`src/rtl/core/lac_pkg.sv`:
```
// types and constants shared by the letter anagram checker modules
// no dependencies

package lac_pkg;

  localparam int LETTERS = 26;
  localparam int IDX_W = 5;
  localparam int TOTAL_W = 11;
  localparam int QDEPTH = 4;
  localparam int QAW = 2;

  localparam logic [7:0] CHAR_LOWER_A = 8'h61;
  localparam logic [7:0] CHAR_LOWER_Z = 8'h7a;
  localparam logic [7:0] CHAR_UPPER_A = 8'h41;
  localparam logic [7:0] CHAR_UPPER_Z = 8'h5a;

  typedef enum logic [1:0] {
    OP_CLR_REF  = 2'd0,
    OP_ADD_REF  = 2'd1,
    OP_ADD_CAND = 2'd2,
    OP_NONE     = 2'd3
  } op_t;

  typedef enum logic [1:0] {
    CMD_CLR_REF  = 2'd0,
    CMD_ADD_REF  = 2'd1,
    CMD_ADD_CAND = 2'd2
  } cmd_t;

  // classified item as it travels from front to back
  typedef struct packed {
    cmd_t             cmd;
    logic             is_letter;
    logic [IDX_W-1:0] idx;
    logic             last;
  } entry_t;

endpackage

```
`src/rtl/core/lac_back.sv`:
```
// back end: reference and candidate histograms, compare and result register
// depends on lac_pkg

module lac_back #(
  parameter int MAX_LEN = 1024
) (
  input  logic                        clk,
  input  logic                        rst,
  input  lac_pkg::entry_t             head,
  input  logic                        head_valid,
  output logic                        pop,
  output logic                        out_valid,
  input  logic                        out_ready,
  output logic                        is_match,
  output logic [lac_pkg::TOTAL_W-1:0] letter_total
);

  localparam int Letters = lac_pkg::LETTERS;
  localparam int Cw = $clog2(MAX_LEN + 1);
  localparam int TotW = lac_pkg::TOTAL_W;
  localparam logic [Cw-1:0] CntMax = Cw'(MAX_LEN);

  logic [Cw-1:0]      ref_cnt  [Letters];
  logic [Cw-1:0]      cand_cnt [Letters];
  logic [Cw-1:0]      total;
  // eq[k] tracks cand_cnt[k] == ref_cnt[k]
  logic [Letters-1:0] eq;

  logic [Cw-1:0]      ref_sel;
  logic [Cw-1:0]      cand_sel;
  logic [Cw-1:0]      ref_inc;
  logic [Cw-1:0]      cand_inc;
  logic [Cw-1:0]      total_next;
  logic [Letters-1:0] eq_next_mod;
  logic [Letters-1:0] eq_check;
  logic               cand_last;
  logic               match_now;

  function automatic logic [Cw-1:0] sat_inc(input logic [Cw-1:0] v);
    return (v >= CntMax) ? CntMax : v + 1'b1;
  endfunction

  always_comb begin
    ref_sel    = ref_cnt[head.idx];
    cand_sel   = cand_cnt[head.idx];
    ref_inc    = sat_inc(ref_sel);
    cand_inc   = sat_inc(cand_sel);
    total_next = head.is_letter ? sat_inc(total) : total;
    cand_last  = (head.cmd == lac_pkg::CMD_ADD_CAND) && head.last;
    eq_next_mod = eq;
    if (head.is_letter) begin
      eq_next_mod[head.idx] = (cand_inc == ref_sel);
    end
    match_now = &eq_next_mod;
    for (int k = 0; k < Letters; k++) begin
      eq_check[k] = (cand_cnt[k] == ref_cnt[k]);
    end
  end

  // a result-free transaction may pass a held result
  assign pop = head_valid && (!out_valid || out_ready || !cand_last);

  always_ff @(posedge clk) begin
    if (rst) begin
      for (int k = 0; k < Letters; k++) begin
        ref_cnt[k]  <= '0;
        cand_cnt[k] <= '0;
      end
      total     <= '0;
      eq        <= '1;
      out_valid <= 1'b0;
    end else begin
      if (out_ready && !(pop && cand_last)) begin
        out_valid <= 1'b0;
      end
      if (pop) begin
        case (head.cmd)
          lac_pkg::CMD_CLR_REF: begin
            for (int k = 0; k < Letters; k++) begin
              ref_cnt[k] <= '0;
              eq[k]      <= (cand_cnt[k] == '0);
            end
          end
          lac_pkg::CMD_ADD_REF: begin
            if (head.is_letter) begin
              ref_cnt[head.idx] <= ref_inc;
              eq[head.idx]      <= (ref_inc == cand_sel);
            end
          end
          lac_pkg::CMD_ADD_CAND: begin
            if (head.last) begin
              for (int k = 0; k < Letters; k++) begin
                cand_cnt[k] <= '0;
                eq[k]       <= (ref_cnt[k] == '0);
              end
              total        <= '0;
              out_valid    <= 1'b1;
              is_match     <= match_now;
              letter_total <= TotW'(total_next);
            end else if (head.is_letter) begin
              cand_cnt[head.idx] <= cand_inc;
              eq[head.idx]       <= (cand_inc == ref_sel);
              total              <= total_next;
            end
          end
          default: begin
          end
        endcase
      end
    end
  end

  a_eq_tracks: assert property (@(posedge clk) disable iff (rst)
    eq == eq_check)
    else $error("equality flags out of step with histograms");

  a_total_sat: assert property (@(posedge clk) disable iff (rst)
    total <= CntMax)
    else $error("letter count above saturation limit");

  a_cand_cleared: assert property (@(posedge clk) disable iff (rst)
    (pop && cand_last) |=> (total == '0) && out_valid)
    else $error("candidate not closed after last character");

endmodule

```
`config.mk`:
```
export PLATFORM = sky130hd
export DESIGN_NAME = lac_back
export DESIGN_NICKNAME = d
export VERILOG_FILES = /design/src/rtl/core/lac_pkg.sv /design/src/rtl/core/lac_back.sv
export SDC_FILE = /design/constraint.sdc
export NUM_CORES = 1
export LEC_CHECK = 0
export BUFFER_PORTS_ARGS = -buffer_cell sky130_fd_sc_hd__buf_2
export CAP_MARGIN = 15
export CELL_PAD_IN_SITES_DETAIL_PLACEMENT = 0
export CELL_PAD_IN_SITES_GLOBAL_PLACEMENT = 2
export CORE_UTILIZATION = 48
export DETAILED_ROUTE_END_ITERATION = 10
export PLACE_DENSITY = 0.95
export SKIP_CTS_REPAIR_TIMING = 1
export SLEW_MARGIN = 5
export SYNTH_ARGS = -nofsm -noshare
export SYNTH_HDL_FRONTEND = slang
export SYNTH_SLANG_ARGS = --single-unit
```
`constraint.sdc`:
```
create_clock -name clk -period 12.3 [get_ports clk]
set_clock_uncertainty 0.2 [all_clocks]
set_input_delay 0.615 -clock clk [delete_from_list [all_inputs] [get_ports clk]]
set_output_delay 0.615 -clock clk [all_outputs]
set_load 0.02 [all_outputs]
```
==> results of run 1 <==
-- metrics by stage --
step / worst slack [ns] / cell area [um2] / std cells
floorplan: 7.876 / 36040 / 3075
global placement: 5.329 / 36810 / 3904
detailed placement: 5.308 / 36840 / 3907
CTS: 6.000 / 39410 / 4053
global route: 5.699 / 39420 / 4054
finish: 5.676 / 39420 / 4054
-- layer usage --
metal  vias to the layer above  track usage [%]  routed length, um
met2                      2005            50.74              57450
met5                         -                0                 70
met4                        12            11.17               4428
met3                       261            8.839              17770
li1                      11412                -                  -
met1                     13693            46.72              50190
-- flip-flops by register name, summed over array words and instances, names as in the netlist --
register / flops
letter_total: 11
is_match: 1
eq: 26
total: 11
cand_cnt: 352
ref_cnt: 352
out_valid: 1
-- cells by family after synthesis --
family                   after synthesis
XOR/XNOR                              20
AND/OR/NAND/NOR                     1252
AO/OA/AOI/OAI                        423
flip-flops                           754
adder cells (fa/ha/maj)                9
buffers and inverters                274
multiplexers                         343
-- how the worst min path moves through the flow --
stage / from / end / slack, ns / depth (start not counted)
after detailed placement: out_valid / out_valid / 0.29 / 2
final: out_ready / out_valid / 0.07 / 3
after floorplan: total[7] / total[7] / 0.27 / 1
after global routing: out_ready / out_valid / 0.1 / 3
after global placement: out_valid / out_valid / 0.28 / 2
after CTS: out_ready / out_valid / 0.05 / 3
-- cell usage after synthesis (all sizes together) (3+ instances only) --
master / n / area share [%]
clkbuf: 152 / 1.6
or4b: 4 / 0.12
nand3b: 31 / 0.65
nand4: 15 / 0.28
nor3: 19 / 0.30
a22o: 11 / 0.27
o21ai: 41 / 0.60
nand4b: 4 / 0.097
o2111ai: 3 / 0.073
o21a: 5 / 0.10
and2: 8 / 0.14
nand4bb: 6 / 0.19
dfxtp: 38 / 2.1
nand3: 53 / 0.76
o31a: 5 / 0.12
a21o: 27 / 0.56
nor4: 178 / 3.1
or4: 6 / 0.16
mux2i: 323 / 9.0
ha: 9 / 0.31
or2: 5 / 0.094
mux2: 4 / 0.12
a21oi: 62 / 0.86
nand2b: 8 / 0.14
xor2: 9 / 0.22
inv: 35 / 0.36
nand2: 221 / 2.3
a31oi: 54 / 0.94
nor2: 647 / 6.7
edfxtp: 716 / 60
and3: 5 / 0.10
or3: 8 / 0.14
nor3b: 3 / 0.094
mux4: 16 / 1.0
xnor2: 11 / 0.27
buf: 87 / 1.8
o22ai: 197 / 3.4
nor4b: 26 / 0.67
-- critical path: stages --
cell and delay (ns):
buf_8 0.52, buf_4 0.91, mux2i_1 0.68, o22ai_1 0.24, nor4_1 0.45, nand2_1 0.32
inv_1 0.25, ha_1 0.26, nand3_1 0.19, o21ai_1 0.10, mux2_2 0.27, nor4_1 0.61
nand4_1 0.26, nor3b_4 0.25, buf_4 0.38, nand3_1 0.12, a21oi_1 0.26
-- power by group through the flow --
stage	combinational, mW	clock, mW	sequential [mW]
6_report	0.729	2.40	3.00
5_1_grt	0.743	2.49	3.00
4_1_cts	0.707	2.41	2.99
3_5_place_dp	0.705	0	3.04
3_3_place_gp	0.696	0	3.04
2_1_floorplan	0.421	0	3.01
-- final cells by class --
cell class                      count  area (um2)  share of cell area [%]
Clock inverter                     44       420.4                   1.066
Clock buffer                      102        2147                   5.446
Multi-Input combinational cell   2047       12500                   31.71
Tap cell                          969        1212                   3.075
Timing Repair Buffer              103       750.7                   1.904
Sequential cell                   754       22260                   56.47
Inverter                           35       131.4                  0.3332
-- cell usage in the layout, fill, tap and decap left out, types with 5 or more instances in the layout --
cell         n
ha_1         8
or3_1        7
mux4_2      16
o31a_1       5
o21a_1       5
dfxtp_1     38
edfxtp_1   716
xor2_1       9
xnor2_1     11
clkbuf_1    18
o21ai_0     37
nand3b_1    31
nand2_1    220
a21o_1      27
nor2_1     646
inv_1       34
nand3_1     51
clkbuf_16   82
and2_1       8
clkinv_2    11
nand4_1     14
nand2b_1     8
buf_2       25
o22ai_1    197
a22o_1      11
clkinv_1    17
nor3_2       7
nor4_1     177
mux2i_1    321
nor3_1      11
nor4b_1     25
a31oi_1     53
buf_4       74
a21oi_1     61
bufinv_16    6
nand4bb_1    6
==> out/metrics.cfg, run 1 <==
[run_status]
status = finished clean

[sta]
finalHoldViolCount = 0
relSlewSlack_pct = 19.80
grt_setup_unrepaired = false
slew_viol_final = 0
timing.final.crit_share_pct = 53.85
worst_slew_pin_slew_ns = 1.203
tns_ns = 0
whs_ns = 0.06930
max_freq_ghz = 0.1510
setup_viol = 0
layout_min_cycle_time_ns = 6.624

[global_route]
overflow = 0
grt_first_pass_wirelength_um = 183500
antenna_found_initial = 8
grt_pass1_vias = 25403
grtUsageTotal_pct = 33.45
grt_max_degree = 94

[power_and_ir_drop]
p_seq_share_pct = 48.9
power_mw = 6.130
comb_power_share_pct = 11.9
switchingPower_mw = 1.668
intPower_mw = 4.462
power.density_mw_per_mm2 = 155.5
p_sw_share_pct = 27.22
p_leak_nw = 14.23
clkPwrFrac_pct = 39.2
vdd_drop_max_mv = 0.1005

[clocking]
cts.sinks = 754
cts.htree.levels = 3
clkTransAtPathRegs_ns = 0.06
cts_buffer_depth = 3
cts_root_buffer = clkbuf_16
cts_buffers = 80
clock_latency_ns = 0.66
tritoncts = yes

[min_path]
hold_class = input port to flop

[final_layout]
area_delta_synth_final_pct = 9.376
fillers = 6379
diodes = 0
final_util_pct = 53.05
final_layout_size_suffix_gt1_share_pct = 8.817
final_nets = 3043

[logic_synthesis]
synth_top_family_by_area = simple AND/OR/NAND/NOR gates
synthXorXnorAreaFrac_pct = 0.4860
syn_nets = 3097
synth_edf_count = 716
muxShareOfSynthArea_pct = 10.13
yosysWarnings = 0
ys.flop_type = edfxtp_1
synthArstFlopShare_pct = 0
synth-seq-area-share_pct = 61.76
synth-seq-cells = 754
synth_compound_area_share_pct = 7.369
netlist_instances = 3075
synth_area_mm2 = 0.03604
synth_area_per_cell_um2 = 11.72
synthAdderAreaFrac_pct = 0.3124
synthSimpleGateAreaFrac_pct = 16.16
synth.distinct_cells = 71

[die]
start_util_pct = 48.50
rows = 100
die-area_mm2 = 0.07619
dieWidth_um = 276.0
coreArea_mm2 = 0.07432
die_y_um = 276.0
io_pins = 27

[job]
cap_violations = 0

[worst_setup_path]
startpoint_type = input port
path_class = input port to flop
cp-end-kind = flop
cp-endpoint = is_match
r2r_slack_ns = 6.96
r2r_end = is_match
cp.arrival_ns = 6.88
r2r-start = cand_cnt[15][1]
ff2ff_path_depth = 15
worst_ep_required_time_ns = 12.56
path_max_fanout = 75
crit_path_start = head[1]

[routing]
final_antenna_net_count = 0
wl_um = 129900
drtIter0Drc = 4294
num_vias = 27383
detailedRoute.firstPassIterationCount = 6
via_per_inst = 6.755
wl_per_cell_um = 32.05
remaining_drc_errors = 0

[place]
numPortBuffers = 26
dpl.hpwl_um = 90410
finalWeightedCongestion = 0.9946

No activity file was read; power rests on OpenSTA's default activity.
==> run 2: changes to the inputs <==
--- a/config.mk
+++ b/config.mk
@@ -9,9 +9,9 @@
 export CAP_MARGIN = 15
 export CELL_PAD_IN_SITES_DETAIL_PLACEMENT = 0
 export CELL_PAD_IN_SITES_GLOBAL_PLACEMENT = 2
-export CORE_UTILIZATION = 48
+export CORE_UTILIZATION = 40
 export DETAILED_ROUTE_END_ITERATION = 10
-export PLACE_DENSITY = 0.95
+export PLACE_DENSITY = 0.87
 export SKIP_CTS_REPAIR_TIMING = 1
 export SLEW_MARGIN = 5
 export SYNTH_ARGS = -nofsm -noshare
==> constraint.sdc (replaced) <==
create_clock -name clk -period 5.5 [get_ports clk]
set_clock_uncertainty 0.2 [all_clocks]
set_input_delay 0.275 -clock clk [delete_from_list [all_inputs] [get_ports clk]]
set_output_delay 0.275 -clock clk [all_outputs]
set_load 0.02 [all_outputs]
==> run 2 against run 1 <==
Compared with the run above: worst hold slack got worse by 0.054 ns; sequential power increased by 120%; die area increased by 20%; combinational power increased by 130%; largest cell class unchanged; total power increased by 130%; clock-buffer cell count decreased by 2; cell area increased by 2.1%; non-clock buffer count increased by 61; via count decreased by 0.72%; routed wire length increased by 1.5%; register-to-register slack got worse by 6.1 ns; critical path depth decreased by 2.
==> out/metrics.cfg, run 2 (same netlist as run 1, synthesis figures left out) <==
[worst_setup_path]
path_class = flop to flop
path_cells = mux2i_1 > o22ai_1 > nor4_1 > nand2_1 > inv_1 > ha_1 > nand3_1 > o21ai_1 > mux2_2 > nor4_1 > nand4_1 > nor3b_4 > buf_12 > nand3_1 > a21oi_1
cp_top_family = simple AND/OR/NAND/NOR gates
slowest_stage = nor4_1
worst_ep_required_time_ns = 5.81  ; -6.75 ns
crit_buf_inv = 2  ; -2
cp-end-kind = flop
startpoint_type = flop
max_stage_delay_ns = 0.59  ; -0.32 ns
cp.arrival_ns = 4.99  ; -1.89 ns
path_max_fanout = 27  ; -64%

[sta]
timing.final.ws_setup_ns = 0.8109  ; -4.866 ns
layout_min_cycle_time_ns = 4.689
setup_viol = 0  ; unchanged
worst_slew_pin_slew_ns = 1.221  ; +0.01786 ns
timing.final.crit_share_pct = 85.26
slew_viol_final = 0  ; unchanged
max_freq_ghz = 0.2133
finalHoldViolCount = 0  ; unchanged
grt_setup_unrepaired = false
relSlewSlack_pct = 18.17  ; -1.6 points
tns_ns = 0  ; unchanged

[final_layout]
reg_top3 = cand_cnt x352, ref_cnt x352, eq x26
fillers = 7950  ; +25%
final_nets = 3105  ; +2.0%
area_delta_synth_final_pct = 11.72
fin_area_mm2 = 0.04027  ; +2.1%
final_common_cell = edfxtp_1
final_cell_mix = edfxtp_1 (716), nor2_1 (644), mux2i_1 (321)
final_layout_size_suffix_gt1_share_pct = 10.58  ; +1.8 points
diodes = 0  ; unchanged

[power_and_ir_drop]
power.density_mw_per_mm2 = 343.3  ; +120%
p_leak_nw = 14.54  ; +2.2%
vdd_drop_max_mv = 0.2155  ; +110%
power_mw = 13.83  ; +130%

[routing]
drtIter0Drc = 3820  ; -11%
wl_per_cell_um = 30.57  ; -4.6%
num_vias = 27186  ; -0.72%
detailedRoute.firstPassIterationCount = 6  ; unchanged
wl_um = 131800  ; +1.5%
remaining_drc_errors = 0  ; unchanged
final_antenna_net_count = 0  ; unchanged
via_per_inst = 6.305  ; -6.7%

[clocking]
clock_latency_ns = 0.67  ; about the same
tritoncts = yes
cts_buffers = 81  ; +1.3%
cts.htree.levels = 3  ; unchanged
cts_buffer_depth = 3  ; unchanged
clkTransAtPathRegs_ns = 0.07  ; about the same
cts.sinks = 754  ; unchanged
cts_root_buffer = clkbuf_16

[place]
finalWeightedCongestion = 1.016  ; +2.2%
dpl.hpwl_um = 93450  ; +3.4%
numPortBuffers = 26  ; unchanged
placed_cell_area_mm2 = 0.03760  ; +2.0%
pre_cts_ws_ns = 0.4608  ; -4.847 ns

[die]
io_pins = 27  ; unchanged
start_util_pct = 40.60  ; -7.9 points
die_y_um = 302.2  ; +9.5%
die-area_mm2 = 0.09132  ; +20%
coreArea_mm2 = 0.08878  ; +19%
rows = 109  ; +9.0%
dieWidth_um = 302.2  ; +9.5%

[global_route]
grt_pass1_vias = 25199  ; -0.80%
grt_max_degree = 54  ; -43%
grt_first_pass_wirelength_um = 184000  ; +0.26%
grtUsageTotal_pct = 28.46  ; -5.0 points
overflow = 0  ; unchanged
antenna_found_initial = 3  ; -5

[min_path]
hold_class = input port to flop

[run_status]
status = finished clean

[job]
cap_violations = 0  ; unchanged

## run 2: layout make-up
type | instances | area, um2 | area share [%]
sequential | 754 | 22260 | 55.28
inverter | 35 | 131.4 | 0.3262
timing repair buffer | 164 | 1296 | 3.219
clock inverter | 47 | 447.9 | 1.112
multi-input combinational | 2047 | 12510 | 31.07
clock buffer | 100 | 2162 | 5.369
tap | 1165 | 1458 | 3.620
## run 2: path summary, 6_finish.rpt
| check | from | to | slack [ns] | cells after the start |
|---|---|---|---|---|
| worst min-delay path | rst | is_match | 0.02 | 2 |
| worst max register to register | cand_cnt[7][1] | is_match | 0.81 | 15 |
| worst min register to register | total[7] | total[7] | 0.32 | 1 |
| worst max-delay path | cand_cnt[7][1] | is_match | 0.81 | 15 |
## run 2: per-stage QoR
step                hold slack [ns]  instances  util, %
floorplan                    0.2655       3075        -
global placement             0.2834       4160    42.35
detailed placement           0.2984       4160    42.35
CTS                         -0.3003       4307    45.29
global route                0.04922       4312    45.36
finish                      0.01575       4312    45.36
## run 2: power breakdown
group / internal (mW) / leakage (nW) / switching, mW / total [mW]
registers: 6.53 / 7.60 / 0.160 / 6.69
logic: 0.416 / 5.67 / 1.27 / 1.69
clock network: 3.13 / 1.27 / 2.32 / 5.45
## run 2: per-layer routing
layer	GRT usage [%]	routed length, um
met1	39.39	53190
met2	44.88	60420
met3	5.696	14010
met4	9.043	4165
met5	0	25
